[src/rtl/core/next_permutation_assert.svh]
`ifndef NEXT_PERMUTATION_ASSERT_SVH
`define NEXT_PERMUTATION_ASSERT_SVH

// same-cycle implication, checked on i_clk outside reset
`define NP_ASSERT_IMPL(label, a, c) \
    label: assert property (@(posedge i_clk) disable iff (!i_rst_n) (a) |-> (c)) \
        else $error("next_permutation check failed");

// next-cycle implication
`define NP_ASSERT_NEXT(label, a, c) \
    label: assert property (@(posedge i_clk) disable iff (!i_rst_n) (a) |=> (c)) \
        else $error("next_permutation check failed");

`endif

[src/rtl/core/np_pkg.sv]
package np_pkg;

    localparam int MAX_LEN = 8;
    localparam int ELEM_W  = 16;
    localparam int LEN_W   = 4;
    localparam int IDX_W   = $clog2(MAX_LEN);

    typedef logic signed [ELEM_W-1:0] t_elem;
    typedef t_elem [MAX_LEN-1:0] t_elem_vec;

    typedef struct packed {
        logic [LEN_W-1:0] length;
        t_elem elem_0;
        t_elem elem_1;
        t_elem elem_2;
        t_elem elem_3;
        t_elem elem_4;
        t_elem elem_5;
        t_elem elem_6;
        t_elem elem_7;
    } t_perm_in;

    typedef struct packed {
        t_elem out_0;
        t_elem out_1;
        t_elem out_2;
        t_elem out_3;
        t_elem out_4;
        t_elem out_5;
        t_elem out_6;
        t_elem out_7;
        logic  wrapped;
    } t_perm_out;

    // pivot and successor search results handed to the reorder stages
    typedef struct packed {
        logic               valid;
        logic               short_vec;
        logic               found;
        logic [IDX_W-1:0]   pivot;
        logic [IDX_W-1:0]   lo;
        logic [IDX_W-1:0]   hi;
        logic [MAX_LEN-1:0] gt;
    } t_front;

    function automatic t_elem_vec to_vec(input t_perm_in d);
        t_elem_vec v;
        v[0] = d.elem_0;
        v[1] = d.elem_1;
        v[2] = d.elem_2;
        v[3] = d.elem_3;
        v[4] = d.elem_4;
        v[5] = d.elem_5;
        v[6] = d.elem_6;
        v[7] = d.elem_7;
        return v;
    endfunction

    function automatic t_perm_out to_out(input t_elem_vec v, input logic w);
        t_perm_out o;
        o.out_0   = v[0];
        o.out_1   = v[1];
        o.out_2   = v[2];
        o.out_3   = v[3];
        o.out_4   = v[4];
        o.out_5   = v[5];
        o.out_6   = v[6];
        o.out_7   = v[7];
        o.wrapped = w;
        return o;
    endfunction

endpackage

[src/rtl/core/np_front.sv]
module np_front import np_pkg::*; (
    input  logic      i_clk,
    input  logic      i_rst_n,
    input  logic      i_valid,
    input  t_perm_in  i_in,
    output t_front    o_front,
    output t_elem_vec o_vec
);

    // stage 1: saturated length and neighbor compares
    logic               r_s1_valid;
    t_elem_vec          r_s1_vec;
    logic [LEN_W-1:0]   r_s1_n;
    logic [MAX_LEN-1:0] r_s1_asc;

    t_elem_vec          n_s1_vec;
    logic [LEN_W-1:0]   n_s1_n;
    logic [MAX_LEN-1:0] n_s1_asc;

    always_comb begin
        n_s1_vec = to_vec(i_in);
        n_s1_n   = (i_in.length > LEN_W'(MAX_LEN)) ? LEN_W'(MAX_LEN) : i_in.length;
        n_s1_asc = '0;
        for (int i = 1; i < MAX_LEN; i++) begin
            n_s1_asc[i] = (LEN_W'(i) < n_s1_n) && (n_s1_vec[i-1] < n_s1_vec[i]);
        end
    end

    // stage 2: rightmost pivot
    logic               r_s2_valid;
    t_elem_vec          r_s2_vec;
    logic [LEN_W-1:0]   r_s2_n;
    logic               r_s2_found;
    logic [IDX_W-1:0]   r_s2_pivot;
    t_elem              r_s2_pv;

    logic               n_s2_found;
    logic [IDX_W-1:0]   n_s2_pivot;

    always_comb begin
        n_s2_found = 1'b0;
        n_s2_pivot = '0;
        for (int i = 1; i < MAX_LEN; i++) begin
            if (r_s1_asc[i]) begin
                n_s2_found = 1'b1;
                n_s2_pivot = IDX_W'(i - 1);
            end
        end
    end

    // stage 3: positions right of the pivot holding a larger value
    t_front             r_s3;
    t_elem_vec          r_s3_vec;
    t_front             n_s3;

    always_comb begin
        n_s3           = '0;
        n_s3.valid     = r_s2_valid;
        n_s3.short_vec = (r_s2_n < LEN_W'(2));
        n_s3.found     = r_s2_found;
        n_s3.pivot     = r_s2_pivot;
        n_s3.lo        = r_s2_found ? (r_s2_pivot + IDX_W'(1)) : '0;
        n_s3.hi        = IDX_W'(r_s2_n - LEN_W'(1));
        for (int k = 0; k < MAX_LEN; k++) begin
            n_s3.gt[k] = (LEN_W'(k) < r_s2_n) && (IDX_W'(k) > r_s2_pivot)
                         && (r_s2_vec[k] > r_s2_pv);
        end
    end

    always_ff @(posedge i_clk) begin
        if (!i_rst_n) begin
            r_s1_valid <= 1'b0;
            r_s2_valid <= 1'b0;
        end else begin
            r_s1_valid <= i_valid;
            r_s2_valid <= r_s1_valid;
        end
    end

    always_ff @(posedge i_clk) begin
        r_s1_vec       <= n_s1_vec;
        r_s1_n         <= n_s1_n;
        r_s1_asc       <= n_s1_asc;
        r_s2_vec       <= r_s1_vec;
        r_s2_n         <= r_s1_n;
        r_s2_found     <= n_s2_found;
        r_s2_pivot     <= n_s2_pivot;
        r_s2_pv        <= r_s1_vec[n_s2_pivot];
        r_s3.short_vec <= n_s3.short_vec;
        r_s3.found     <= n_s3.found;
        r_s3.pivot     <= n_s3.pivot;
        r_s3.lo        <= n_s3.lo;
        r_s3.hi        <= n_s3.hi;
        r_s3.gt        <= n_s3.gt;
        r_s3_vec       <= r_s2_vec;
        if (!i_rst_n) begin
            r_s3.valid <= 1'b0;
        end else begin
            r_s3.valid <= n_s3.valid;
        end
    end

    assign o_front = r_s3;
    assign o_vec   = r_s3_vec;

endmodule

[src/rtl/core/next_permutation.sv]
// next_permutation: next lexicographically greater arrangement of up to
// eight signed 16-bit elements, equal elements handled.
//
// Input: raise start for one cycle with i_in (length and elem_0..elem_7).
// busy is always low, so a transaction can be issued on every clock.
// Output: o_valid pulses for exactly one cycle with o_out; the receiver
// must take it then, it cannot hold results off.
// Pipeline: a transaction accepted on start passes five register stages
// (compare, pivot search, successor compare, swap, span reversal) before
// o_valid rises with its result. Throughput: one per cycle.
// A non-increasing vector comes back sorted ascending with wrapped set;
// lengths below two and positions past the length pass through; a length
// above eight is taken as eight.
// Reset (synchronous, active low) drops every in-flight transaction; no
// result appears for them.
module next_permutation import np_pkg::*; (
    input  logic      i_clk,
    input  logic      i_rst_n,
    input  logic      start,
    input  t_perm_in  i_in,
    output logic      busy,
    output logic      o_valid,
    output t_perm_out o_out
);

`include "next_permutation_assert.svh"

    t_front    w_front;
    t_elem_vec w_vec;

    np_front u_front (
        .i_clk   (i_clk),
        .i_rst_n (i_rst_n),
        .i_valid (start && !busy),
        .i_in    (i_in),
        .o_front (w_front),
        .o_vec   (w_vec)
    );

    assign busy = 1'b0;

    // stage 4: rightmost successor and swap with the pivot
    logic             r_s4_valid;
    t_elem_vec        r_s4_vec;
    logic             r_s4_rev;
    logic             r_s4_wrap;
    logic [IDX_W-1:0] r_s4_lo;
    logic [IDX_W-1:0] r_s4_hi;

    logic [IDX_W-1:0] n_j;
    t_elem_vec        n_s4_vec;

    always_comb begin
        n_j = '0;
        for (int k = 0; k < MAX_LEN; k++) begin
            if (w_front.gt[k]) begin
                n_j = IDX_W'(k);
            end
        end
        n_s4_vec = w_vec;
        if (w_front.found && !w_front.short_vec) begin
            n_s4_vec[w_front.pivot] = w_vec[n_j];
            n_s4_vec[n_j]           = w_vec[w_front.pivot];
        end
    end

    // stage 5: reverse the span lo..hi
    t_elem_vec        n_s5_vec;
    logic [IDX_W:0]   n_sum;

    always_comb begin
        n_sum    = {1'b0, r_s4_lo} + {1'b0, r_s4_hi};
        n_s5_vec = r_s4_vec;
        for (int p = 0; p < MAX_LEN; p++) begin
            if (r_s4_rev && (IDX_W'(p) >= r_s4_lo) && (IDX_W'(p) <= r_s4_hi)) begin
                n_s5_vec[p] = r_s4_vec[IDX_W'(n_sum - (IDX_W+1)'(p))];
            end
        end
    end

    always_ff @(posedge i_clk) begin
        if (!i_rst_n) begin
            r_s4_valid <= 1'b0;
            o_valid    <= 1'b0;
        end else begin
            r_s4_valid <= w_front.valid;
            o_valid    <= r_s4_valid;
        end
    end

    always_ff @(posedge i_clk) begin
        r_s4_vec  <= n_s4_vec;
        r_s4_rev  <= !w_front.short_vec;
        r_s4_wrap <= !w_front.short_vec && !w_front.found;
        r_s4_lo   <= w_front.lo;
        r_s4_hi   <= w_front.hi;
        o_out     <= to_out(n_s5_vec, r_s4_wrap);
    end

    `NP_ASSERT_IMPL(a_latency, start && !busy, ##5 o_valid)
    `NP_ASSERT_IMPL(a_no_spurious, o_valid, $past(start, 5))
    `NP_ASSERT_IMPL(a_successor, w_front.valid && w_front.found && !w_front.short_vec,
        w_front.gt != '0)
    `NP_ASSERT_NEXT(a_wrap_span, w_front.valid && !w_front.short_vec && !w_front.found,
        r_s4_wrap && r_s4_lo == '0)

endmodule
[config.mk]
export PLATFORM = sky130hd
export DESIGN_NAME = next_permutation
export DESIGN_NICKNAME = d
export VERILOG_FILES = /design/src/rtl/core/np_pkg.sv /design/src/rtl/core/np_front.sv /design/src/rtl/core/next_permutation.sv
export VERILOG_INCLUDE_DIRS = /design/src /design/src/rtl/core
export SDC_FILE = /design/constraint.sdc
export NUM_CORES = 2
export LEC_CHECK = 0
export BUFFER_PORTS_ARGS = -buffer_cell sky130_fd_sc_hd__buf_4
export CELL_PAD_IN_SITES_DETAIL_PLACEMENT = 1
export CELL_PAD_IN_SITES_GLOBAL_PLACEMENT = 1
export CORE_MARGIN = 1.5
export CORE_UTILIZATION = 48
export DETAILED_ROUTE_END_ITERATION = 16
export PLACE_DENSITY = 0.87
export REMOVE_ABC_BUFFERS = 1
export SYNTH_ARGS = -nofsm -noshare
export SYNTH_HDL_FRONTEND = slang
export SYNTH_SLANG_ARGS = --single-unit
[constraint.sdc]
create_clock -name i_clk -period 3.8 [get_ports i_clk]
set_clock_uncertainty 0.05 [all_clocks]
set_input_delay 0.38 -clock i_clk [delete_from_list [all_inputs] [get_ports i_clk]]
set_output_delay 0.38 -clock i_clk [all_outputs]
set_load 0.1 [all_outputs]
==> metrics <==
CP max stage delay=1080 ps; Setup CP Type=reg -> reg; DR pass1 iterations=6; vias in the first global route=around 30000; Vias/cell=~6.8; Post-synth EDFFs=0; r2r setup slk=-30 ps; Core Box Area=about 63000 um2; I/O Buffers=around 260; Fill cells=between 6000 and 7000; CTS tree=yes; Cells after DPL=3948; total congestion overflow=0; Clock Path Buffers=3; r2r worst-path depth=7; Final Non-Filler Cells=~4200; Synth async-reset ratio=0; Worst-Margin Slew=1940 ps; detailed-route wire length per cell=about 35 um; Post-CTS Setup Bufs=0; Max Fclk=around 0.26 GHz; Hold Path Depth=2; post-detailed-route count of antenna-violating nets=0; share of cells above drive strength 1=0.211; DR top layer=met5; part of the cycle the worst path needs=1.01; Placer Congestion=roughly 1.0; Via Count=between 20000 and 30000; met2 wire len=67500 um; Global Route Usage Sum=0.425; final net count=approximately 3700; Detail Placement HPWL=roughly 95000 um; post-synthesis sequential area ratio=0.459; failing checks=capacitance limit, slew limit, setup timing; crit path max fanout=33; DRT met1 WL=between 50000 and 60000 um; syn_area_per_cell=between 10 and 15 um2; Post-Synthesis Cells=~2900; Max-slew headroom=-0.308; # IOs=between 200 and 300; first-pass GRT wire length=~210000 um; Power Dens Cells=about 1000 nW/um2; drt first-iter violations=slightly above 3000; Total Routed Length=approximately 150000 um; die area=65800 um2; Setup crit start kind=register; H-tree levels=3; root cell of the clock tree=clkbuf_16; min Tclk post-route=approximately 3800 ps; largest net degree at the start of global routing=129; DRC errors left=0; die height=between 200 and 300 um; Post-Route Utilization=0.606; synth warn=0; leak pwr=16.9 nW; final count of hold timing violations=0; Hold EP=u_front.r_s1_n[1]; #FFs+latches synth=slightly above 700; unrepaired setup endpoints after global routing=false; VDD IR-drop max=roughly 0.95 mV; clk slew on worst S/H paths=approximately 70 ps; Fin Setup TNS=-28.7 ps; Cell Chain, Critical Path=nand2b_1 -> a21oi_1 -> o21ai_1 -> buf_4 -> inv_1 -> o221ai_1 -> a31oi_1; status=finished with violations; Worst EP arrival=4340 ps; most common flop cell mapped by yosys=dfxtp_1; Hold Crit Start=i_in[129]; # setup viols final=1; mapped cell area=30800 um2; synth unique cells=80; Crit. End Element=register; worst path required time=4310 ps; starting density of the core=0.487; Die X=~260 um; Resized cells post-CTS=0; MaxCap Viol Count=3; Reg2Reg Launch Point=u_front.r_s1_asc[3]; Final WS setup=-28.7 ps; Worst path slowest cell=inv_1; Worst-Skew Late Latency=roughly 700 ps; metal3 WL=around 15000 um; CTS sink cnt=approximately 710; Hold WC Path Type=in -> reg; Reg-to-Reg End=u_front.r_s2_pv[5]; Pins Over Slew Limit=4; initial antenna violation count=4; row cnt=92; Area Overhead vs Synth=24.4%; cts bufs inserted=75
[registers in the layout, summed over array words and instances, names as in the netlist, 7 cells and up]
| signal | flops |
|---|---|
| u_front.o_vec | 128 |
| u_front.r_s1_asc | 7 |
| u_front.o_front | 19 |
| u_front.r_s2_pv | 16 |
| r_s4_vec | 128 |
| u_front.r_s2_vec | 128 |
| u_front.r_s1_vec | 128 |
| o_out | 129 |
[power by group]
| group | switching [mW] | internal, mW |
|---|---|---|
| logic | 14.3 | 7.43 |
| clock network | 3.57 | 4.59 |
| registers | 1.44 | 8.98 |
[layer usage]
metal / GRT usage / up-vias
li1: - / 11600
met3: 0.0765 / 728
met5: 0 / -
met4: 0.296 / 8
met2: 0.691 / 2225
met1: 0.513 / 14200
[how the worst max path moves through the flow]
| stage | slack [ps] | cells past startpoint | end | from |
|---|---|---|---|---|
| floorplan | -4330 | 6 | o_out[33] | r_s4_lo[0] |
| global placement | 740 | 7 | r_s4_vec[10] | u_front.o_front[3] |
| detailed placement | 720 | 6 | r_s4_vec[126] | u_front.o_front[3] |
| CTS | 640 | 7 | o_out[64] | r_s4_lo[0] |
| global route | 170 | 7 | u_front.r_s2_pv[5] | u_front.r_s1_asc[3] |
| finish | -30 | 7 | u_front.r_s2_pv[5] | u_front.r_s1_asc[3] |
[cells in the mapped netlist (7+ instances only)]
cell      count  area share
dfxtp_1     707        0.46
ha_1        227       0.092
nand2_1     207       0.025
inv_1       175       0.021
o21ai_0     174       0.028
a21oi_1     170       0.028
mux2i_1     151       0.049
mux4_2      144        0.11
nor2_1      135       0.016
clkbuf_1     91       0.011
o221ai_1     88       0.025
a21o_1       48       0.012
a31oi_1      38      0.0077
buf_2        37      0.0060
o22ai_1      36      0.0073
nand4_1      35      0.0071
a221oi_1     31      0.0088
a22oi_1      30      0.0073
nand3_1      27      0.0044
nor2b_1      25      0.0051
nand2b_1     24      0.0049
a211oi_1     22      0.0054
nor3_1       20      0.0032
o22a_1       19      0.0054
buf_1        15      0.0018
mux2_2       15      0.0055
and2_1       13      0.0026
o211ai_1     13      0.0032
a221o_1       9      0.0029
a222oi_1      9      0.0029
nor4_1        9      0.0018
a22o_1        8      0.0023
o21a_1        8      0.0019
or4_1         8      0.0019
and3_1        7      0.0014
[per-stage QoR]
stage / worst slack, ps / total power [mW] / area, um2 / hold WS (ps)
2_1_floorplan: -4330 / 25.4 / 30200 / 260
3_3_place_gp: 740 / 30.2 / 34300 / 261
3_5_place_dp: 715 / 31.1 / 34300 / 263
4_1_cts: 642 / 39.3 / 38400 / 10.2
5_1_grt: 171 / 41.5 / 38400 / 27.6
6_report: -28.7 / 40.3 / 38400 / 24.4
[cell type report]
cell class	count	area (um2)	share of cell area
Antenna cell	10	25.0	0.000652
Tap cell	846	1060	0.0276
Clock buffer	97	2130	0.0555
Multi-Input combinational cell	1837	15500	0.405
Inverter	178	668	0.0174
Sequential cell	707	14200	0.369
Timing Repair Buffer	514	4260	0.111
Clock inverter	39	562	0.0146
[layout by cell type (no fill, tap or decap), types with 38 or more instances in the layout]
cell / count
ha_1: 225
o21ai_0: 172
mux4_2: 144
dfxtp_1: 706
nand2_1: 206
clkbuf_16: 76
nor2_1: 133
o221ai_1: 88
a21oi_1: 169
a31oi_1: 38
dlygate4sd3_1: 134
buf_4: 375
mux2i_1: 151
a21o_1: 48
inv_1: 175
[timing repair]
action | CTS | global route
hold endpoints to repair | 137 | 0
hold buffers | 134 | 0
endpoints found under the setup margin | 0 | 0
[logic make-up (layout without fill, tap and decap cells)]
| logic type | count (synthesis) | count (layout) | share of synthesized area |
|---|---|---|---|
| xor+xnor | 6 | 6 | 0.00195 |
| flops | 707 | 707 | 0.459 |
| mux | 310 | 310 | 0.160 |
| buf+inv | 325 | 828 | 0.0415 |
| other cells | 1 | 11 | 0.000122 |
| compound gates | 752 | 752 | 0.163 |
| simple gates | 540 | 540 | 0.0825 |
| fa+ha+maj | 228 | 228 | 0.0927 |
[worst max-delay path, delay by kind of cell (launching register included)]
| family | cells | cell delay, ps |
|---|---|---|
| compound gates | 4 | 1810 |
| buf+inv | 2 | 1340 |
| flops | 1 | 330 |
| simple gates | 1 | 180 |
Note: power is estimated with default switching activity, not from simulation.
